### src/design/nearest_resize_index_map_core_defines.svh
// Assertion macros shared by the nearest-resize index map design files.
// Each macro expects signals named clk and rst in the scope where it is used.
`ifndef NEAREST_RESIZE_INDEX_MAP_CORE_DEFINES_SVH
`define NEAREST_RESIZE_INDEX_MAP_CORE_DEFINES_SVH

`ifndef SYNTHESIS
// Same-cycle implication, disabled during reset.
`define NRIM_ASSERT(lbl, ante, cons, msg) \
  lbl: assert property (@(posedge clk) disable iff (rst) (ante) |-> (cons)) else $error(msg);
// Next-cycle implication, disabled during reset.
`define NRIM_ASSERT_NEXT(lbl, ante, cons, msg) \
  lbl: assert property (@(posedge clk) disable iff (rst) (ante) |=> (cons)) else $error(msg);
`else
`define NRIM_ASSERT(lbl, ante, cons, msg)
`define NRIM_ASSERT_NEXT(lbl, ante, cons, msg)
`endif

`endif

### src/design/nrim_pkg.sv
`timescale 1ns / 1ps
// Package for the nearest-resize index map: field widths, defaults and register codes.
// Used by every module of the design; it depends on nothing else.
package nrim_pkg;

  // Number of dimensions handled by the datapath.
  localparam int NDIM = 4;

  // Fixed widths of the register and word fields.
  localparam int LEN_W     = 13;
  localparam int RATIO_W   = 28;
  localparam int COORD_W   = 16;
  localparam int INDEX_W   = 48;
  localparam int CFG_IDX_W = 3;
  localparam int PROD_W    = COORD_W + RATIO_W;

  // Parameter defaults.
  localparam int RANK_DEF      = 4;
  localparam int FRAC_BITS_DEF = 16;
  localparam int DIM_BITS_DEF  = 12;

  // Configuration register indexes.
  typedef enum logic [CFG_IDX_W-1:0] {
    REG_IN_LEN_0 = 3'd0,
    REG_IN_LEN_1 = 3'd1,
    REG_IN_LEN_2 = 3'd2,
    REG_IN_LEN_3 = 3'd3,
    REG_RATIO_0  = 3'd4,
    REG_RATIO_1  = 3'd5,
    REG_RATIO_2  = 3'd6,
    REG_RATIO_3  = 3'd7
  } cfg_reg_t;

endpackage

### src/design/nrim_cfg.sv
`timescale 1ns / 1ps
// Configuration registers and the effective size of each dimension.
// Depends on nrim_pkg.
module nrim_cfg #(
  parameter int RANK      = nrim_pkg::RANK_DEF,
  parameter int FRAC_BITS = nrim_pkg::FRAC_BITS_DEF,
  parameter int DIM_BITS  = nrim_pkg::DIM_BITS_DEF
) (
  input  logic                                              clk,
  input  logic                                              rst,
  input  logic                                              cfg_valid,
  output logic                                              cfg_ready,
  input  logic [nrim_pkg::CFG_IDX_W-1:0]                    cfg_index,
  input  logic [nrim_pkg::RATIO_W-1:0]                      cfg_data,
  output logic [nrim_pkg::NDIM-1:0][nrim_pkg::RATIO_W-1:0]  ratio,
  output logic [nrim_pkg::NDIM-1:0][DIM_BITS:0]             len,
  output logic [nrim_pkg::NDIM-1:0][DIM_BITS-1:0]           len_m1
);

  // Width that holds both a register size and the size cap.
  localparam int CW = (nrim_pkg::LEN_W > DIM_BITS + 1) ? nrim_pkg::LEN_W : DIM_BITS + 1;

  logic [nrim_pkg::NDIM-1:0][nrim_pkg::LEN_W-1:0] in_len;
  logic [nrim_pkg::NDIM-1:0][CW-1:0]              eff;
  logic [CW-1:0]                                  cap;

  // The port always takes a write.
  assign cfg_ready = 1'b1;

  // Register file; the ratio resets to 1.0 in fixed point.
  always_ff @(posedge clk) begin
    if (rst) begin
      for (int d = 0; d < nrim_pkg::NDIM; d++) begin
        in_len[d] <= nrim_pkg::LEN_W'(1);
        ratio[d]  <= nrim_pkg::RATIO_W'(1) << FRAC_BITS;
      end
    end else if (cfg_valid && cfg_ready) begin
      unique case (nrim_pkg::cfg_reg_t'(cfg_index))
        nrim_pkg::REG_IN_LEN_0: in_len[0] <= cfg_data[nrim_pkg::LEN_W-1:0];
        nrim_pkg::REG_IN_LEN_1: in_len[1] <= cfg_data[nrim_pkg::LEN_W-1:0];
        nrim_pkg::REG_IN_LEN_2: in_len[2] <= cfg_data[nrim_pkg::LEN_W-1:0];
        nrim_pkg::REG_IN_LEN_3: in_len[3] <= cfg_data[nrim_pkg::LEN_W-1:0];
        nrim_pkg::REG_RATIO_0:  ratio[0]  <= cfg_data;
        nrim_pkg::REG_RATIO_1:  ratio[1]  <= cfg_data;
        nrim_pkg::REG_RATIO_2:  ratio[2]  <= cfg_data;
        nrim_pkg::REG_RATIO_3:  ratio[3]  <= cfg_data;
        default: ;
      endcase
    end
  end

  // Effective size: zero acts as one, oversize is capped, outer unused dimensions are one.
  assign cap = CW'(1) << DIM_BITS;
  always_comb begin
    for (int d = 0; d < nrim_pkg::NDIM; d++) begin
      if (d < nrim_pkg::NDIM - RANK) begin
        eff[d] = CW'(1);
      end else if (in_len[d] == '0) begin
        eff[d] = CW'(1);
      end else if (CW'(in_len[d]) > cap) begin
        eff[d] = cap;
      end else begin
        eff[d] = CW'(in_len[d]);
      end
      len[d]    = (DIM_BITS + 1)'(eff[d]);
      len_m1[d] = DIM_BITS'(eff[d] - CW'(1));
    end
  end

endmodule

### config.mk
export PLATFORM = sky130hd
export DESIGN_NAME = nrim_cfg
export DESIGN_NICKNAME = d
export VERILOG_FILES = /design/src/design/nearest_resize_index_map_core_defines.svh /design/src/design/nrim_pkg.sv /design/src/design/nrim_cfg.sv
export SDC_FILE = /design/constraint.sdc
export NUM_CORES = 1
export LEC_CHECK = 0
export BUFFER_PORTS_ARGS = -buffer_cell sky130_fd_sc_hd__clkbuf_2
export CORE_AREA = 2 2 101 152
export CTS_BUF_LIST = sky130_fd_sc_hd__clkbuf_4 sky130_fd_sc_hd__clkbuf_8
export DETAILED_ROUTE_END_ITERATION = 6
export DIE_AREA = 0 0 103 154
export GPL_TIMING_DRIVEN = 1
export PLACE_DENSITY = 0.79
export SLEW_MARGIN = 20
export SYNTH_ARGS = -nofsm -noshare
export SYNTH_HDL_FRONTEND = slang
export SYNTH_SLANG_ARGS = --single-unit
export TNS_END_PERCENT = 30
### constraint.sdc
create_clock -name clk -period 3.1 [get_ports clk]
set_clock_uncertainty 0.05 [all_clocks]
set_input_delay 0.31 -clock clk [delete_from_list [all_inputs] [get_ports clk]]
set_output_delay 0.31 -clock clk [all_outputs]
set_load 0.01 [all_outputs]
Yosys cells after proc, flatten, opt, wreduce, memory -nomap -nowiden:

Index checks and enable logic that the tools add are counted.
Widths: inputs -> output; s select.

* register bits: 164
* input bits: 34
* output and inout bits: 213
* logic and storage cells: 44

* $lt $le $gt $ge: 4
* $add $sub $neg: 4
* eq/ne operators: 7
* reductions and logical operators: 13
* mux-type cells: 8

Operators by type and width (count)
* $mux 13: 8
* $gt 13x13->1 const B: 4
* $logic_not 13->1: 4
* $sub 12x1->12 const B: 4
* $reduce_and 2->1: 8
* $eq 3x3->1 const B: 4
* $eq 3x2->1 const B: 2
* $eq 3x1->1 const B: 1
* $logic_not 3->1: 1

Logic depth before layout (Yosys ltp):

* depth after elaboration: 4
* depth in mapped cells: 10
* gate-level depth less buffers: 9

Worst setup path before layout:

OpenSTA, ideal clock, no wires.

* path type: reg2out
* start: register in_len[44] in the netlist's numbering
* end: output len_m1[44] in the netlist's numbering
* buffers on the path: 1
* data required time: 2.740 ns
* cell stages (with the launch flop): 10
* arrival: 2.630 ns
* path slack: 0.110 ns
* cells stage by stage: dfxtp_1 or4_4 or4_4 o21ba_2 or2_1 ha_1 clkbuf_1 and3_1 a21oi_1 o22a_1

RTL lines
* from (decl): line nrim_cfg.sv:23 `logic [nrim_pkg::NDIM-1:0][nrim_pkg::LEN_W-1:0] in_len;`
* from (signal, indexed assignment): line nrim_cfg.sv:34 `in_len[d] <= nrim_pkg::LEN_W'(1);`
* to (decl): line nrim_cfg.sv:17 `output logic [nrim_pkg::NDIM-1:0][DIM_BITS-1:0] len_m1`

==> flow_summary.ini <==
[final_layout]
diodes = 0
final_common_cell = nand2_1
nNetsFinal = 1242
final_layout_size_suffix_gt1_share_pct = 28.8
stdcell_count = 1413
syn_to_final_growth_pct = 25.8
finalInstanceArea_um2 = 9050
layout_common_cells = nand2_1 (359), clkbuf_2 (241), a21oi_1 (169)

[timing]
worst_slew_pin_slew_ps = 924
max_freq_ghz = 0.308
fin_crit_sh_pct = 105
rsz0062_at_grt = yes
final_max_slew_viol_count = 0
setup_viol = 4
fin_hold_ws_ps = 69.3
slew_headroom_pct = 38.2
setup-tns-final_ps = -403
hold_viol_final = 0
period_minus_slack_ps = 3250
fin_ws_ps = -146

[status]
violations = negative setup slack
outcome = complete, but fails checks

[pwr]
p_sw_mw = 1.23
power_frac_comb_pct = 11.9
cellInternalPower_mw = 2.94
p_sw_share_pct = 29.4
power_frac_seq_pct = 52.5
pwr-share-clk_pct = 35.6
p_leak_nw = 4.00
irDropWorstVdd_uv = 334
powerDensity_nw_per_um2 = 461

[detailed_routing]
ant_nets = 0
totalWireLength_um = 22000
met2WireLength_um = 11300
vias = 7465
drt-initial-drc-count = 338
drt_pre_antenna_iters = 7
wirelength_met1_um = 8550
vias_per_cell = 5.28
dr.max_layer_used = met4
wire_per_inst_um = 15.5
drc = 0
met3_length_um = 1470

[critical_path]
max_stage_delay_ps = 530
arrival_ps = 2890
worstPathRequired_ps = 2740
critPathKind = flip-flop to output pin
slowest_stage = or4_4
crit_fanout = 7
crit_top_cell = or4_4
cp_cell_sequence = or4_4 > or4_4 > o21ba_4 > or2_4 > ha_4 > and3_4 > a21oi_2 > o22a_1 > buf_2
worst_setup_path_start_kind = flip-flop
cp-end-kind = output pin

[placed_design]
portBuffers = 245
place.gp.congestion = 0.899
preCtsSetupSlack_ps = 130
place_area_um2 = 8530
hpwl_um = 15500
place_inst = 1378

[grt]
grt_max_degree = 87
gr-total-overflow = 0
grt_pass1_vias = 6832
antenna_found_initial = 0
grt_pass1_wl_um = 34300
grt.total_usage_pct = 27.4

[clock_network]
clk_latency_ps = 440
cts.sinks = 164
root_buffer = clkbuf_8
cts_tree = done
clkTransAtPathRegs_ps = 100
cts_buffer_depth = 2
cts_buffers = 17
cts_max_level = 4

[die]
fp-row-count = 54
die_height_um = 154
coreArea_um2 = 14500
io_pins = 247
die_w_um = 103
start_util_pct = 49.7
die-area_um2 = 15900

[yosys]
synth_nets = 1032
synth_edf_count = 0
synth_area_um2 = 7190
synth_cell_types = 47
synth_top_area_share_pct = 45.7
yosysSeqAreaShare_pct = 45.7
yosys_warnings = 0
synthCells = 994
ys_ff_latch = 164
synth-main-ff-cell = dfxtp_1
synth_area_leaders = dfxtp_1 (46%), nand2_1 (19%), a21oi_1 (12%)
synth.avg_cell_area_um2 = 7.24
synth.largest_area_cell = dfxtp_1
async_flop_share_pct = 0

[flow_run]
drv_cap = 0

[worst_hold_path]
hold_class = input pin to flip-flop
==> path summary, 6_finish.rpt <==
path                                   start          to  slack, ps  cells after the start
worst max-delay path              in_len[45]  len_m1[44]       -150                      9
worst min-delay path            cfg_data[23]   ratio[79]         70                      3
worst max register to register    in_len[51]  in_len[51]       2010                      3
worst min register to register     ratio[28]   ratio[28]        410                      2
==> critical path: cells and delay by family, from the launching register on <==
kind            cells  cell delay, ps
buf+inv             1             120
compound gates      3             450
flops               1             330
simple gates        4            1360
fa+ha+maj           1             190
==> routing by layer <==
metal  GRT usage, %  vias to the layer above
met4           10.6                        0
met2           48.9                      261
met3           6.59                       41
met1           30.8                     3463
met5              0                        -
li1               -                     3700
==> state kept, by name, summed over array words and instances (netlist names) <==
signal and cells:
ratio 112, in_len 52
==> synthesized netlist by cell type, drive strengths merged, types with 2 or more instances <==
cell,count
mux2i,2
nor2,38
and3,2
a21o,2
xor2,4
nand2b,6
a31oi,3
nand2,359
nand3b,8
mux2,2
or4,9
nand3,6
dfxtp,164
o21ai,11
o22a,4
o31a,2
nor2b,43
ha,4
o41ai,2
a211oi,2
or3,10
o211ai,5
a21oi,170
nor3,20
o31ai,7
or4b,2
clkbuf,75
or2,5
inv,10
nor4,5
==> metrics by stage <==
| stage | power, mW | util [%] |
|---|---|---|
| detailed placement | 2.71 | 59.0 |
| floorplan | 2.52 | - |
| CTS | 4.19 | 62.2 |
| global route | 4.36 | 62.6 |
| finish | 4.17 | 62.6 |
| global placement | 2.71 | 59.0 |
==> cells by family after synthesis <==
group                      share of synthesized area, %
other                                            0.0521
and+or+nand+nor                                    31.2
xor gates and xnor gates                          0.609
buffers and inverters                              4.75
muxes                                             0.591
DFF                                                45.7
AOI/OAI and AO/OA                                  16.5
adders and majority gates                         0.696
==> what timing repair did <==
action                                  4_1_cts  5_1_grt
endpoints found under the setup margin       14       10
hold buffers                                  0        0
resized for setup                            20       22
gates cloned                                  0        0
buffers inserted                              2        1
pin swaps                                     6        4
==> final cells by class <==
| cell class | instances | area, um2 |
|---|---|---|
| inverter | 10 | 37.5 |
| multi-input combinational | 744 | 3670 |
| fill | 1368 | 5410 |
| timing repair buffer | 267 | 1410 |
| clock inverter | 15 | 153 |
| tap | 196 | 245 |
| clock buffer | 17 | 234 |
| sequential | 164 | 3310 |
==> power by group through the flow <==
stage / clock (mW) / combinational (mW) / sequential [mW]
CTS: 1.51 / 0.489 / 2.19
global placement: 0 / 0.471 / 2.24
finish: 1.49 / 0.495 / 2.19
detailed placement: 0 / 0.477 / 2.24
global route: 1.62 / 0.541 / 2.20
floorplan: 0 / 0.278 / 2.24
Note: power is estimated with default switching activity, not from simulation.
