[config.mk]
export PLATFORM = sky130hd
export DESIGN_NAME = nrim_scale
export DESIGN_NICKNAME = d
export VERILOG_FILES = /design/src/design/nrim_pkg.sv /design/src/design/nrim_scale.sv
export VERILOG_INCLUDE_DIRS = /design/src /design/src/design
export SDC_FILE = /design/constraint.sdc
export NUM_CORES = 2
export LEC_CHECK = 0
export BUFFER_PORTS_ARGS = -buffer_cell sky130_fd_sc_hd__buf_2
export CAP_MARGIN = 20
export CORE_ASPECT_RATIO = 0.9
export CORE_MARGIN = 10
export CORE_UTILIZATION = 55
export CTS_CLUSTER_SIZE = 8
export DETAILED_ROUTE_END_ITERATION = 12
export PLACE_DENSITY = 0.77
export REMOVE_ABC_BUFFERS = 1
export SYNTH_ARGS = -nofsm -noshare
export SYNTH_HDL_FRONTEND = slang
export SYNTH_SLANG_ARGS = --single-unit
[constraint.sdc]
create_clock -name clk -period 9.05 [get_ports clk]
set_clock_uncertainty 0.1 [all_clocks]
set_input_delay 0.4525 -clock clk [delete_from_list [all_inputs] [get_ports clk]]
set_output_delay 0.4525 -clock clk [all_outputs]
set_load 0.05 [all_outputs]
[src/design/nearest_resize_index_map_core_defines.svh]
// Assertion macros shared by the nearest-resize index map design files.
// Each macro expects signals named clk and rst in the scope where it is used.
`ifndef NEAREST_RESIZE_INDEX_MAP_CORE_DEFINES_SVH
`define NEAREST_RESIZE_INDEX_MAP_CORE_DEFINES_SVH

`ifndef SYNTHESIS
// Same-cycle implication, disabled during reset.
`define NRIM_ASSERT(lbl, ante, cons, msg) \
  lbl: assert property (@(posedge clk) disable iff (rst) (ante) |-> (cons)) else $error(msg);
// Next-cycle implication, disabled during reset.
`define NRIM_ASSERT_NEXT(lbl, ante, cons, msg) \
  lbl: assert property (@(posedge clk) disable iff (rst) (ante) |=> (cons)) else $error(msg);
`else
`define NRIM_ASSERT(lbl, ante, cons, msg)
`define NRIM_ASSERT_NEXT(lbl, ante, cons, msg)
`endif

`endif

[src/design/nrim_pkg.sv]
`timescale 1ns / 1ps
// Package for the nearest-resize index map: field widths, defaults and register codes.
// Used by every module of the design; it depends on nothing else.
package nrim_pkg;

  // Number of dimensions handled by the datapath.
  localparam int NDIM = 4;

  // Fixed widths of the register and word fields.
  localparam int LEN_W     = 13;
  localparam int RATIO_W   = 28;
  localparam int COORD_W   = 16;
  localparam int INDEX_W   = 48;
  localparam int CFG_IDX_W = 3;
  localparam int PROD_W    = COORD_W + RATIO_W;

  // Parameter defaults.
  localparam int RANK_DEF      = 4;
  localparam int FRAC_BITS_DEF = 16;
  localparam int DIM_BITS_DEF  = 12;

  // Configuration register indexes.
  typedef enum logic [CFG_IDX_W-1:0] {
    REG_IN_LEN_0 = 3'd0,
    REG_IN_LEN_1 = 3'd1,
    REG_IN_LEN_2 = 3'd2,
    REG_IN_LEN_3 = 3'd3,
    REG_RATIO_0  = 3'd4,
    REG_RATIO_1  = 3'd5,
    REG_RATIO_2  = 3'd6,
    REG_RATIO_3  = 3'd7
  } cfg_reg_t;

endpackage

[src/design/nrim_scale.sv]
`timescale 1ns / 1ps
// Two pipeline stages: scale each coordinate by its ratio, then round half up and clamp.
// Depends on nrim_pkg and the assertion macro header.
`include "nearest_resize_index_map_core_defines.svh"
module nrim_scale #(
  parameter int RANK      = nrim_pkg::RANK_DEF,
  parameter int FRAC_BITS = nrim_pkg::FRAC_BITS_DEF,
  parameter int DIM_BITS  = nrim_pkg::DIM_BITS_DEF
) (
  input  logic                                              clk,
  input  logic                                              rst,
  input  logic                                              in_valid,
  output logic                                              in_ready,
  input  logic [nrim_pkg::NDIM-1:0][nrim_pkg::COORD_W-1:0]  coord,
  input  logic [nrim_pkg::NDIM-1:0][nrim_pkg::RATIO_W-1:0]  ratio,
  input  logic [nrim_pkg::NDIM-1:0][DIM_BITS-1:0]           len_m1,
  output logic                                              out_valid,
  input  logic                                              out_ready,
  output logic [nrim_pkg::NDIM-1:0][DIM_BITS-1:0]           src,
  output logic                                              clip
);

  localparam int PW    = nrim_pkg::PROD_W;
  localparam int RND_W = PW + 1 - FRAC_BITS;
  localparam logic [PW:0] HALF = (PW + 1)'(1) << (FRAC_BITS - 1);

  logic                                   v1;
  logic                                   v2;
  logic                                   rdy1;
  logic                                   rdy2;
  logic [nrim_pkg::NDIM-1:0][PW-1:0]      prod;
  logic [nrim_pkg::NDIM-1:0][PW-1:0]      prod_next;
  logic [nrim_pkg::NDIM-1:0][PW:0]        sum;
  logic [nrim_pkg::NDIM-1:0][RND_W-1:0]   rnd;
  logic [nrim_pkg::NDIM-1:0]              over;
  logic [nrim_pkg::NDIM-1:0][DIM_BITS-1:0] src_next;
  logic                                   clip_next;

  // A stage takes a word when it is empty or its successor takes its word.
  assign rdy2     = !v2 || out_ready;
  assign rdy1     = !v1 || rdy2;
  assign in_ready = rdy1;
  assign out_valid = v2;

  // Stage one: exact products.
  always_comb begin
    for (int d = 0; d < nrim_pkg::NDIM; d++) begin
      prod_next[d] = PW'(coord[d]) * PW'(ratio[d]);
    end
  end

  always_ff @(posedge clk) begin
    if (rst) begin
      v1 <= 1'b0;
    end else if (rdy1) begin
      v1 <= in_valid;
    end
  end

  always_ff @(posedge clk) begin
    if (in_valid && rdy1) begin
      prod <= prod_next;
    end
  end

  // Stage two: round half up, clamp to size minus one; unused dimensions give zero.
  always_comb begin
    clip_next = 1'b0;
    for (int d = 0; d < nrim_pkg::NDIM; d++) begin
      sum[d]  = (PW + 1)'(prod[d]) + HALF;
      rnd[d]  = sum[d][PW:FRAC_BITS];
      over[d] = rnd[d] > RND_W'(len_m1[d]);
      if (d < nrim_pkg::NDIM - RANK) begin
        src_next[d] = '0;
      end else begin
        src_next[d] = over[d] ? len_m1[d] : DIM_BITS'(rnd[d]);
        clip_next   = clip_next | over[d];
      end
    end
  end

  always_ff @(posedge clk) begin
    if (rst) begin
      v2 <= 1'b0;
    end else if (rdy2) begin
      v2 <= v1;
    end
  end

  always_ff @(posedge clk) begin
    if (v1 && rdy2) begin
      src  <= src_next;
      clip <= clip_next;
    end
  end

  // A taken word always lands in stage one.
  `NRIM_ASSERT_NEXT(a_take_fills, in_valid && in_ready, v1, "accepted word did not enter stage one")

  // Every source coordinate leaving this unit lies inside its dimension.
  for (genvar d = 0; d < nrim_pkg::NDIM; d++) begin : g_chk
    `NRIM_ASSERT(a_src_range, v2, src[d] <= len_m1[d], "source coordinate beyond size")
  end

endmodule

=== Word-level counts from Yosys, hierarchy flattened ===
Index checks and enable logic that the tools add are counted.

* Register bits: 227
* Input port bits: 228
* Output and inout bits: 51

* $add $sub $neg: 4
* Multiply operators: 4
* Order comparisons: 4
* Mux-type cells: 4
* Bitwise gates (word level): 3
* Reduce and logical (&&, ||, !) cells: 6

{| class="wikitable"
|+ Operator list
! cell !! count
|-
| adder 44 x 16 -> 45 bit, second input constant || 4
|-
| multiplier 16 x 28 -> 44 bit || 4
|-
| > comparator 29 x 12 -> 1 bit || 4
|-
| two-way mux 12 bit || 4
|-
| OR 1 bit || 3
|-
| logical AND 1 bit || 2
|-
| logical NOT 1 bit || 2
|-
| logical OR 1 bit || 2
|}

=== Depth between registers and ports, before layout ===
* Depth in word-level cells: 5
* Depth in mapped cells: 26
* Mapped depth without buffers: 24

=== Worst setup path before layout ===
Ideal clock, no wire load.

* Path type: input to register
* Start: input coord[7] (netlist name)
* End: register prod[42] (netlist name) (data pin)
* Data arrival time: 6,623 ps
* Required time: 8,692 ps
* Path slack: 2,070 ps
* Cell stages on the path: 23
* Path buffers: 2
* Path through: clkbuf_1 -> clkbuf_1 -> nand2_1 -> fa_1 -> inv_1 -> fa_1 -> fa_1 -> fa_1 -> fa_1 -> inv_1 -> fa_1 -> inv_1 -> ha_1 -> a21oi_1 -> o21ai_1 -> o31ai_1 -> a21oi_1 -> a311o_1 -> a211o_1 -> a221o_1 -> a21bo_2 -> a21oi_1 -> xnor2_1

{| class="wikitable"
|+ RTL lines
! element !! line !! text
|-
| from (decl) || nrim_scale.sv:14 || <nowiki>input logic [nrim_pkg::NDIM-1:0][nrim_pkg::COORD_W-1:0] coord,</nowiki>
|-
| to (signal assigned) || nrim_scale.sv:62 || <nowiki>prod <= prod_next;</nowiki>
|-
| to (decl) || nrim_scale.sv:31 || <nowiki>logic [nrim_pkg::NDIM-1:0][PW-1:0] prod;</nowiki>
|}

==> metrics.md <==
| Metric | Value |
|---|---|
| Worst Path Buf+Inv | 4 |
| Post-cts repair resize count | 0 |
| CP Data Arrival Time | roughly 7.3 ns |
| WHS Endpoint | out_valid |
| Async set-reset flop share out of synthesis | 0 |
| HP Class | in2reg |
| Max frequency | 139.4 MHz |
| Avg WL per Cell | 18.73 um |
| Reg2reg end | src[2] |
| Post-synth design cell area | between 0.06 and 0.07 mm^2 |
| Design Area, Final | roughly 0.066 mm^2 |
| Ys flop type | edfxtp_1 |
| Netlist cell types | 81 |
| Post-CTS setup buffer count | 0 |
| GR Overflow Total | 0 |
| Hold buffers post-CTS | 0 |
| Critical Path Stages | 22 |
| TritonCTS clock tree | built |
| Most frequent cells in the layout | inv_1, fa_1, nand2_1 |
| Die Width | about 380 um |
| Vias in the first global route | roughly 52000 |
| PortBufs | ~280 |
| Largest stage delay, worst path | approximately 0.57 ns |
| Ys Warns | 0 |
| Status | completed |
| Row cnt | around 120 |
| Post-route ant nets | 0 |
| Setup-failing EPs final | 0 |
| Fin. max-slew vios | 0 |
| Final period util | 0.7928 |
| Post-DR vias/cell | about 5.6 |
| I/O pins | roughly 280 |
| Worst endpoint required time | around 9.2 ns |
| Die area | 0.1291 mm^2 |
| H-tree Lvls | 4 |
| Post-Syn Instances | roughly 7000 |
| Commonest non-fill, non-tap cell in the layout | inv_1 |
| Hold path startpoint | rst |
| CP delay by family, top | adder cells |
| Via count | around 47000 |
| CTS root buf | clkbuf_16 |
| Setup TNS | 0 ns |
| Nets | 9130 |
| Gp weighted congestion | between 0.9 and 1 |
| Initial detailed-routing violation count | approximately 3200 |
| Final hold vios | 0 |
| Multi-input logic area | 0.05093 mm^2 |
| Core Util, Final | 0.5807 |
| Final worst slack | between 1.5 and 2 ns |
| Clock sink count | roughly 170 |
| Crit path cell chain | buf_2 -> nand2_1 -> fa_1 -> fa_1 -> fa_1 -> inv_1 -> fa_1 -> fa_1 -> inv_1 -> fa_1 -> inv_1 -> ha_1 -> a21oi_1 -> o21ai_1 -> o31ai_1 -> a21oi_1 -> a311o_1 -> a211o_1 -> a221o_1 -> a21bo_2 -> a21oi_1 -> xnor2_1 |
| Minimum clock period | around 7.2 ns |
| First-pass detailed-route iteration total | 7 |
| Antenna violations before repair | 3 |
| RSZ-0062 raised after global routing | false |
| Largest net degree at the start of global routing | 76 |
| Slack of the worst reg-to-reg path | ~4.2 ns |
| FF/Latch Area | approximately 0.005 mm^2 |
| Share of cells above drive strength 1 | 0.05397 |
| Tightest Pin Transition | between 0.9 and 1 ns |
| Worst setup EP type | flip-flop |
| Hold Path Depth | 2 |
| Pre-CTS WS | approximately 1.4 ns |
| Vert. Die Dim | roughly 340 um |
| Clock Tree Buf Depth | 2 |
| Syn Area/Cell | slightly above 9 um^2 |
| Num CTS Buffers | 17 |
| Rel. slew slack | 0.3401 |
| Placed cell area | between 0.06 and 0.07 mm^2 |
| Crit-path slowest cell | fa_1 |
| CP max FO | 28 |
| Most used cell, CP | fa_1 |
| First-pass GRT wire length | 263.1 mm |
| Number of remaining DRC errors | 0 |
| Post-Route WL | approximately 160 mm |
| Initial Util | 0.5565 |
| Reg clk slew, reported paths | approximately 0.07 ns |
| Worst skew pair latency | about 0.47 ns |
| Fill cell count | about 9700 |
| Setup CP Type | in2reg |
| Sequential element share of the synthesized area | 0.07891 |
| Post-synth EDFFs | about 170 |
| Seq cells post-synth | ~170 |
| Crit start category | primary input |
| GR Util All Layers | 0.2519 |
| Max Cap Violations | 0 |
| P&R area growth vs syn | 4.347% |
| Post-DP HPWL | around 120 mm |
| R2R Path Start | prod[17] |
| Core ar. | approximately 0.11 mm^2 |
| Cells on worst reg2reg path | 13 |
-- worst register-to-register path: stages, from the launching register on --
cell	delay, ns
edfxtp_1	0.43
and4_1	0.32
nand4_1	0.30
xnor2_1	0.52
ha_1	0.36
a21o_1	0.16
a21o_1	0.17
a21o_1	0.17
a21o_1	0.17
a21oi_1	0.39
a41oi_1	0.09
nor4_1	0.24
nand4b_1	0.44
a21oi_1	0.68
-- state kept, by name (all words and copies together), names as in the netlist --
signal / cells
src: 48
out_valid: 1
prod: 116
clip: 1
v1: 1
-- stage by stage --
stage,cells,hold slack (ns)
after global routing,8455,0.02608
after CTS,8453,0.01498
final,8455,0.06614
after detailed placement,8421,0.4330
after global placement,8421,0.4049
after floorplan,6654,0.3778
-- worst max-delay path by stage --
stage | start | to | slack (ns)
3_5_place_dp | coord[7] | prod[42] | 1.44
3_3_place_gp | coord[7] | prod[42] | 1.59
6_report | coord[2] | prod[42] | 1.88
2_1_floorplan | ratio[16] | prod[42] | 2.52
5_1_grt | coord[49] | prod[174] | 1.52
4_1_cts | coord[2] | prod[42] | 1.95
-- synth_stat cells (11+ instances only) --
cell type,count,area [um^2]
inv_1,1642,6163
fa_1,1444,28910
nand2_1,1143,4290
and2_1,742,4642
ha_1,504,6306
clkbuf_1,305,1145
edfxtp_1,165,4955
a21oi_1,150,750.7
xnor2_1,114,998.5
nor2_1,101,379.1
nand3_1,72,360.4
o21ai_0,71,355.3
a21o_1,70,525.5
xor2_1,47,411.6
nand4_1,45,281.5
nor2b_1,33,206.5
nor3_1,30,150.1
mux2_2,29,326.6
and3_1,24,150.1
nand2b_1,17,106.4
a211oi_1,16,120.1
o21a_1,15,112.6
and4_1,14,122.6
o21bai_1,12,90.09
o211ai_1,11,82.58
-- kinds of logic after synthesis --
group	Yosys count	synth area share
AND/OR/NAND/NOR	2265	0.1748
buffers and inverters	1961	0.1166
adder cells (fa/ha/maj)	1948	0.5563
AO/OA/AOI/OAI	426	0.04260
flip-flops	167	0.07891
XOR/XNOR	161	0.02228
multiplexers	45	0.008500
-- routing by layer --
metal / vias to the layer above / routed length, um / global-route usage
met5: - / 7 / 0
met4: 2 / 5226 / 0.08204
met3: 400 / 14150 / 0.05018
met2: 2157 / 74810 / 0.4128
met1: 23921 / 64180 / 0.3351
li1: 20565 / - / -
-- area by class of cell --
type                    count  share of cell area
inverters                1642             0.09332
well taps                1487             0.02817
clock inverters            15            0.003770
flip-flops and latches    167             0.07562
multi-input cells        4845              0.7711
repair buffers            281             0.02152
clock buffers              17            0.006441
diodes                      1          0.00003789
Power is left out: the tool's default activity adds up to more than one toggle a clock period on the data nets, which glitch-free logic cannot reach.
