[src/design/nearest_resize_index_map_core_defines.svh]
// Assertion macros shared by the nearest-resize index map design files.
// Each macro expects signals named clk and rst in the scope where it is used.
`ifndef NEAREST_RESIZE_INDEX_MAP_CORE_DEFINES_SVH
`define NEAREST_RESIZE_INDEX_MAP_CORE_DEFINES_SVH

`ifndef SYNTHESIS
// Same-cycle implication, disabled during reset.
`define NRIM_ASSERT(lbl, ante, cons, msg) \
  lbl: assert property (@(posedge clk) disable iff (rst) (ante) |-> (cons)) else $error(msg);
// Next-cycle implication, disabled during reset.
`define NRIM_ASSERT_NEXT(lbl, ante, cons, msg) \
  lbl: assert property (@(posedge clk) disable iff (rst) (ante) |=> (cons)) else $error(msg);
`else
`define NRIM_ASSERT(lbl, ante, cons, msg)
`define NRIM_ASSERT_NEXT(lbl, ante, cons, msg)
`endif

`endif

[src/design/nrim_pkg.sv]
`timescale 1ns / 1ps
// Package for the nearest-resize index map: field widths, defaults and register codes.
// Used by every module of the design; it depends on nothing else.
package nrim_pkg;

  // Number of dimensions handled by the datapath.
  localparam int NDIM = 4;

  // Fixed widths of the register and word fields.
  localparam int LEN_W     = 13;
  localparam int RATIO_W   = 28;
  localparam int COORD_W   = 16;
  localparam int INDEX_W   = 48;
  localparam int CFG_IDX_W = 3;
  localparam int PROD_W    = COORD_W + RATIO_W;

  // Parameter defaults.
  localparam int RANK_DEF      = 4;
  localparam int FRAC_BITS_DEF = 16;
  localparam int DIM_BITS_DEF  = 12;

  // Configuration register indexes.
  typedef enum logic [CFG_IDX_W-1:0] {
    REG_IN_LEN_0 = 3'd0,
    REG_IN_LEN_1 = 3'd1,
    REG_IN_LEN_2 = 3'd2,
    REG_IN_LEN_3 = 3'd3,
    REG_RATIO_0  = 3'd4,
    REG_RATIO_1  = 3'd5,
    REG_RATIO_2  = 3'd6,
    REG_RATIO_3  = 3'd7
  } cfg_reg_t;

endpackage

[src/design/nrim_flatten.sv]
`timescale 1ns / 1ps
// Three pipeline stages that fold the source coordinates into a row-major flat index.
// Depends on nrim_pkg and the assertion macro header.
`include "nearest_resize_index_map_core_defines.svh"
module nrim_flatten #(
  parameter int DIM_BITS = nrim_pkg::DIM_BITS_DEF
) (
  input  logic                                    clk,
  input  logic                                    rst,
  input  logic                                    in_valid,
  output logic                                    in_ready,
  input  logic [nrim_pkg::NDIM-1:0][DIM_BITS-1:0] src,
  input  logic                                    clip_in,
  input  logic [nrim_pkg::NDIM-1:0][DIM_BITS:0]   len,
  output logic                                    out_valid,
  input  logic                                    out_ready,
  output logic [nrim_pkg::INDEX_W-1:0]            index,
  output logic                                    clip
);

  localparam int IW   = nrim_pkg::INDEX_W;
  localparam int LW   = DIM_BITS + 1;
  localparam int AW_A = 2 * DIM_BITS + 1;
  localparam int PW_B = AW_A + LW;
  localparam int PW_C = IW + LW;
  localparam int QW   = 2 * LW;

  logic                va;
  logic                vb;
  logic                vc;
  logic                rdy_a;
  logic                rdy_b;
  logic                rdy_c;
  logic [AW_A-1:0]     acc_a;
  logic [AW_A-1:0]     acc_a_next;
  logic [DIM_BITS-1:0] s2_a;
  logic [DIM_BITS-1:0] s3_a;
  logic                clip_a;
  logic [IW-1:0]       acc_b;
  logic [IW-1:0]       acc_b_next;
  logic [DIM_BITS-1:0] s3_b;
  logic                clip_b;
  logic [IW-1:0]       acc_c_next;
  logic [PW_B-1:0]     prod_b;
  logic [PW_C-1:0]     prod_c;

  assign rdy_c     = !vc || out_ready;
  assign rdy_b     = !vb || rdy_c;
  assign rdy_a     = !va || rdy_b;
  assign in_ready  = rdy_a;
  assign out_valid = vc;

  // Stage A: outer two coordinates.
  assign acc_a_next = AW_A'(src[0]) * AW_A'(len[1]) + AW_A'(src[1]);

  always_ff @(posedge clk) begin
    if (rst) begin
      va <= 1'b0;
    end else if (rdy_a) begin
      va <= in_valid;
    end
  end

  always_ff @(posedge clk) begin
    if (in_valid && rdy_a) begin
      acc_a  <= acc_a_next;
      s2_a   <= src[2];
      s3_a   <= src[3];
      clip_a <= clip_in;
    end
  end

  // Stage B: fold in the third coordinate.
  assign prod_b     = PW_B'(acc_a) * PW_B'(len[2]);
  assign acc_b_next = IW'(prod_b) + IW'(s2_a);

  always_ff @(posedge clk) begin
    if (rst) begin
      vb <= 1'b0;
    end else if (rdy_b) begin
      vb <= va;
    end
  end

  always_ff @(posedge clk) begin
    if (va && rdy_b) begin
      acc_b  <= acc_b_next;
      s3_b   <= s3_a;
      clip_b <= clip_a;
    end
  end

  // Stage C: fold in the innermost coordinate; the index wraps at its width.
  assign prod_c     = PW_C'(acc_b) * PW_C'(len[3]);
  assign acc_c_next = IW'(prod_c) + IW'(s3_b);

  always_ff @(posedge clk) begin
    if (rst) begin
      vc <= 1'b0;
    end else if (rdy_c) begin
      vc <= vb;
    end
  end

  always_ff @(posedge clk) begin
    if (vb && rdy_c) begin
      index <= acc_c_next;
      clip  <= clip_b;
    end
  end

  // The partial index of the outer two dimensions stays below their element count.
  `NRIM_ASSERT(a_part_range, va, QW'(acc_a) < QW'(len[0]) * QW'(len[1]), "partial index too large")

endmodule

[config.mk]
export PLATFORM = sky130hd
export DESIGN_NAME = nrim_flatten
export DESIGN_NICKNAME = d
export VERILOG_FILES = /design/src/design/nrim_pkg.sv /design/src/design/nrim_flatten.sv
export VERILOG_INCLUDE_DIRS = /design/src /design/src/design
export SDC_FILE = /design/constraint.sdc
export NUM_CORES = 2
export LEC_CHECK = 0
export BUFFER_PORTS_ARGS = -buffer_cell sky130_fd_sc_hd__buf_2
export CAP_MARGIN = 10
export CORE_ASPECT_RATIO = 2
export CORE_MARGIN = 2
export CORE_UTILIZATION = 55
export DETAILED_ROUTE_END_ITERATION = 8
export GPL_TIMING_DRIVEN = 0
export PLACE_DENSITY = 0.77
export SLEW_MARGIN = 10
export SYNTH_ARGS = -nofsm -noshare
export SYNTH_HDL_FRONTEND = slang
export SYNTH_SLANG_ARGS = --single-unit
export TNS_END_PERCENT = 20
[constraint.sdc]
create_clock -name clk -period 9.2 [get_ports clk]
set_input_delay 2.76 -clock clk [delete_from_list [all_inputs] [get_ports clk]]
set_output_delay 2.76 -clock clk [all_outputs]
set_load 0.01 [all_outputs]
# --- After elaboration in Yosys (flattened, before gate mapping) ---
# Index checks and enable logic that the tools add are counted.
totals:
  word_cells: 27
  mem_bits_rw: 0
  ff_bits: 163
  inputBits: 105
  rom_bits: 0
  memories: 0
  latchBits: 0
  output_inout_bits: 51
op_classes:
  n_shift: 0
  n_mux: 0
  n_bitwise: 0
  n_div: 0
  n_addsub: 3
  reduce_logical: 9
  mul: 3
  n_lt_le_gt_ge: 0
  eq_ne: 0
op_table:
  columns: ["cell", "n"]
  rows:
  - ["$add 48x12->48", 1]
  - ["$mul 48x13->48", 1]
  - ["$add 38x12->39", 1]
  - ["$mul 25x13->38", 1]
  - ["$add 25x12->25", 1]
  - ["$mul 12x13->25", 1]
  - ["$logic_and 1x1->1", 3]
  - ["$logic_not 1->1", 3]
  - ["$logic_or 1x1->1", 3]

# --- Depth between registers and ports, before layout ---
logic_depth:
  ltp_word: 5
  depth_mapped: 24

# --- Worst setup path before layout ---
# Ideal clock, no wire load.
synth_path:
  path_kind: "input -> register"
  from: "input port len[43] in the netlist's numbering"
  to: "register index[44] in the netlist's numbering, data pin"
  cell_stages: 22
  required_ns: 8.941
  arrival_time_ns: 8.393
  setup_ns: 0.259
  slack_ns: 0.548
  path_cell_list: "clkbuf_1 clkbuf_1 nand2_1 fa_1 inv_1 fa_1 inv_1 fa_1 fa_1 inv_1 fa_1 ha_1 ha_1 a2111oi_0 o21ai_0 a221oi_1 nor2_1 a21oi_1 o31ai_1 or4_1 a31oi_1 xnor2_1"
synth_via:
  elab_chain_cells: 2
synth_rtl:
  columns: ["element", "line", "source"]
  rows:
  - ["start, declared", "nrim_flatten.sv:14", "input logic [nrim_pkg::NDIM-1:0][DIM_BITS:0] len,"]
  - ["$mul 48x13->48", "nrim_flatten.sv:94", "assign prod_c = PW_C'(acc_b) * PW_C'(len[3]);"]
  - ["$add 48x12->48", "nrim_flatten.sv:95", "assign acc_c_next = IW'(prod_c) + IW'(s3_b);"]
  - ["named net acc_c_next[44]", "nrim_flatten.sv:43", "logic [IW-1:0] acc_c_next;"]
  - ["end signal, assigned", "nrim_flatten.sv:107", "index <= acc_c_next;"]
  - ["end, declared", "nrim_flatten.sv:17", "output logic [nrim_pkg::INDEX_W-1:0] index,"]
# The timed path passes the listed nets, and every way through them passes these cells.
# A chain may end at the register's enable or synchronous reset.

# --- Worst setup path after layout ---
layout_path:
  from: "input port len[50] in the netlist's numbering"
  to: "register index[46] in the netlist's numbering, data pin"
# The elaborated chain is that of the path after synthesis.

==> flow_metrics.env <==
export IMPL_globalRoute_totalOverflow=0
export IMPL_cp_end_kind="flop"
export IMPL_maximum_achievable_frequency_mhz=110
export IMPL_placement_cell_area_sq_um=38400
export IMPL_critical_path_max_fanout=10
export IMPL_clock_tree_htree_level_count=4
export IMPL_synth_xor_xnor_area_share=0.0250
export IMPL_drc_errors=0
export IMPL_final_critical_path_setup_slack_ps=94.0
export IMPL_clockRootBuffer="sky130_fd_sc_hd__clkbuf_16"
export IMPL_synth_top_area_frac=0.435
export IMPL_end_of_the_critical_path="index[46]"
export IMPL_clock_path_buffers=2
export IMPL_synth_cell_types=65
export IMPL_synth_edff_count=151
export IMPL_synth_cell_area_sq_um=36500
export IMPL_post_synthesis_adder_cell_area_fraction=0.543
export IMPL_tightestPinTransition_ps=995
export IMPL_timing_hold_worst_class="reg -> reg"
export IMPL_die_width_microns=186
export IMPL_timing_worst_setup_path_type="in -> reg"
export IMPL_worst_r2r_endpoint="index[41]"
export IMPL_grt_antenna_before_repair=7
export IMPL_synthArstFlopShare=0
export IMPL_placedCellCount=4794
export IMPL_synth_compound_area_frac=0.0518
export IMPL_syn_avg_cell_area_sq_um=9.64
export IMPL_synth_top_family_by_area="adder cells"
export IMPL_max_slew_margin_rel=0.336
export IMPL_r2r_startpoint="acc_b[7]"
export IMPL_start_kind="input port"
export IMPL_ant_nets=0
export IMPL_place_worst_setup_slack_ps=-1860
export IMPL_synth_largest_area_cell="sky130_fd_sc_hd__fa_1"
export IMPL_die_area_sq_um=68500
export IMPL_worstSkewPairLatency_ps=500
export IMPL_floorplan_initialDensity=0.555
export IMPL_port_buffer_count=131
export IMPL_first_global_vias=31915
export IMPL_startpoint_of_the_most_critical_setup_path="len[50]"
export IMPL_grt_first_pass_wirelength_microns=175000
export IMPL_routabilityCongestion=1.05
export IMPL_finalCriticalPeriod_ps=9110
export IMPL_timing_final_max_slew_violations=0
export IMPL_regToRegSetupSlack_ps=1770
export IMPL_cts_sink_count=154
export IMPL_finClkSkew_ps=28.6
export IMPL_clk_pin_slew_worst_paths_ps=90
export IMPL_finalHoldViolCount=0
export IMPL_dr_total_vias=27912
export IMPL_cts_hold_repair_buffers=0
export IMPL_finish_net_count=5150
export IMPL_tritoncts_num_buffers=17
export IMPL_rsz_0062_raised_after_global_routing="yes"
export IMPL_routed_wirelength_microns=114000
export IMPL_simple_gate_fraction_of_synth_area=0.157
export IMPL_worst_r2r_cell_count=26
export IMPL_grt_total_usage=0.353
export IMPL_post_route_cell_area_sq_um=39300
export IMPL_synth_main_ff_cell="sky130_fd_sc_hd__edfxtp_1"
export IMPL_vias_per_cell=5.77
export IMPL_layout_stage_area_growth_over_the_synthesis_result_pct=7.71
export IMPL_yosysSeqAreaShare=0.126
export IMPL_row_count=133
export IMPL_synth_area_top_cells="sky130_fd_sc_hd__fa_1 (44%), sky130_fd_sc_hd__edfxtp_1 (12%), sky130_fd_sc_hd__ha_1 (11%)"
export IMPL_synth_yosys_warnings=0
export IMPL_worst_ep_required_time_ps=9420
export IMPL_detailedRoute_firstPassIterationCount=7
export IMPL_die_height_microns=368
export IMPL_count_of_state_elements_after_synthesis=154
export IMPL_detailedRoute_firstIterationViolations=1572
export IMPL_finalNonFillerCells=4834
export IMPL_finalSetupViolations=0
export IMPL_boundaryPins=156
export IMPL_worstPathArrival_ps=9330
export IMPL_core_region_area_sq_um=65700
export IMPL_pin_count_of_the_biggest_net_entering_global_routing=29
export IMPL_status="finished, final reports clean"
export IMPL_min_period_over_period=0.990
export IMPL_detailedPlacementHpwl_microns=96900
export IMPL_synthesis_nets=4991
export IMPL_mux_contribution_to_synthesized_area=0.000275
export IMPL_wl_per_cell_microns=23.6
export IMPL_drive_above_1_share=0.0665
export IMPL_tritoncts="built"
export IMPL_drv_cap=0
export IMPL_synth_cells=3781
-- cell usage in the layout (no fill, tap or decap), drive strengths merged, types with 5 or more instances in the layout --
master	Yosys	routed
fa	793	793
inv	769	779
nand2	615	615
and2	412	412
ha	312	312
clkbuf	177	180
buf	2	156
edfxtp	151	151
a21oi	94	94
xnor2	73	73
a21o	49	49
nor2	46	46
o21ai	44	44
xor2	31	31
nand3	26	26
o21a	18	18
nor3	17	17
o21bai	13	13
nor2b	12	12
a31oi	12	12
nand2b	10	10
nand4	9	9
a211oi	9	9
and3	8	8
or3	5	5
clkinv	0	5
-- worst min path at each step --
stage	from	cells after the start	slack (ps)	endpoint
3_3_place_gp	s3_a[11]	0	400	s3_b[11]
2_1_floorplan	clip_b	0	400	clip
3_5_place_dp	s3_a[1]	0	400	s3_b[1]
6_report	s3_a[1]	0	410	s3_b[1]
4_1_cts	s3_a[1]	0	410	s3_b[1]
5_1_grt	s3_a[5]	0	430	s3_b[5]
-- per-stage QoR --
step	hold WS, ps	setup TNS, ps	util
3_3_place_gp	401	-38440	0.581
6_report	415	0	0.597
4_1_cts	413	0	0.595
3_5_place_dp	405	-40490	0.584
2_1_floorplan	400	0	-
5_1_grt	427	-119	0.597
-- timing repair --
| item | CTS | global route |
|---|---|---|
| gates resized for setup | 47 | 90 |
| buffers inserted | 3 | 3 |
| pin swaps | 2 | 3 |
| setup endpoints to repair | 31 | 30 |
-- cell families (layout without fill, tap and decap cells) --
| group | Yosys count | count (layout) |
|---|---|---|
| XOR/XNOR | 104 | 104 |
| AND/OR/NAND/NOR | 1180 | 1180 |
| AO/OA/AOI/OAI | 289 | 289 |
| multiplexers | 1 | 1 |
| buffers and inverters | 948 | 1120 |
| adder cells (fa/ha/maj) | 1105 | 1105 |
| other | 0 | 4 |
| flip-flops | 154 | 154 |
-- cell usage after synthesis (4+ instances only) --
library cell,instances
sky130_fd_sc_hd__xor2_1,31
sky130_fd_sc_hd__nor2b_1,12
sky130_fd_sc_hd__a21o_1,49
sky130_fd_sc_hd__inv_1,769
sky130_fd_sc_hd__nand2b_1,10
sky130_fd_sc_hd__o21a_1,18
sky130_fd_sc_hd__and3_1,7
sky130_fd_sc_hd__o21ai_0,42
sky130_fd_sc_hd__nor4_1,4
sky130_fd_sc_hd__fa_1,793
sky130_fd_sc_hd__a21oi_1,92
sky130_fd_sc_hd__a221oi_1,4
sky130_fd_sc_hd__nor2_1,46
sky130_fd_sc_hd__nor3_1,17
sky130_fd_sc_hd__a221o_1,4
sky130_fd_sc_hd__and2_1,412
sky130_fd_sc_hd__nand3_1,25
sky130_fd_sc_hd__or3_1,4
sky130_fd_sc_hd__a31oi_1,11
sky130_fd_sc_hd__o211ai_1,4
sky130_fd_sc_hd__edfxtp_1,151
sky130_fd_sc_hd__nand4_1,9
sky130_fd_sc_hd__ha_1,312
sky130_fd_sc_hd__nand3b_1,4
sky130_fd_sc_hd__a211oi_1,9
sky130_fd_sc_hd__clkbuf_1,177
sky130_fd_sc_hd__nand2_1,615
sky130_fd_sc_hd__xnor2_1,73
sky130_fd_sc_hd__a311oi_1,4
sky130_fd_sc_hd__o21bai_1,13
-- critical path, cell delays in order --
cell                       delay, ps
sky130_fd_sc_hd__clkbuf_2        280
sky130_fd_sc_hd__clkbuf_1        510
sky130_fd_sc_hd__and2_1          240
sky130_fd_sc_hd__fa_1            430
sky130_fd_sc_hd__fa_1            530
sky130_fd_sc_hd__fa_1            440
sky130_fd_sc_hd__fa_1            520
sky130_fd_sc_hd__inv_1            60
sky130_fd_sc_hd__fa_1            470
sky130_fd_sc_hd__inv_1            40
sky130_fd_sc_hd__ha_1            300
sky130_fd_sc_hd__ha_1            450
sky130_fd_sc_hd__nand3_1         250
sky130_fd_sc_hd__nor3_4          390
sky130_fd_sc_hd__o21ai_0         150
sky130_fd_sc_hd__o211ai_1        280
sky130_fd_sc_hd__a21oi_4         100
sky130_fd_sc_hd__o31ai_1         400
sky130_fd_sc_hd__a31oi_1         220
sky130_fd_sc_hd__o311ai_1        360
sky130_fd_sc_hd__xor2_1          120
-- per-layer routing --
metal / global-route usage / part of all wire / routed length [microns]
met2: 0.637 / 0.53 / 60900
met1: 0.279 / 0.26 / 30100
met3: 0.0798 / 0.057 / 6540
met4: 0.405 / 0.15 / 16600
met5: 0 / 0.00034 / 39
-- area by class of cell --
type / count / area [sq um]
Multi-Input combinational cell: 2679 / 28500
Clock inverter: 15 / 199
Inverter: 769 / 2890
Clock buffer: 17 / 425
Timing Repair Buffer: 142 / 828
Buffer: 177 / 776
Antenna cell: 4 / 10.0
Fill cell: 5674 / 26500
Sequential cell: 154 / 4590
Tap cell: 877 / 1100
-- state kept, by name (all words and copies together), names as in the netlist --
register / flops
index: 48
acc_b: 39
acc_a: 25
s2_a: 12
s3_a: 12
s3_b: 12
clip: 1
clip_a: 1
clip_b: 1
out_valid: 1
va: 1
vb: 1
Power is left out: the tool's default activity adds up to more than one toggle a clock period on the data nets, which glitch-free logic cannot reach.
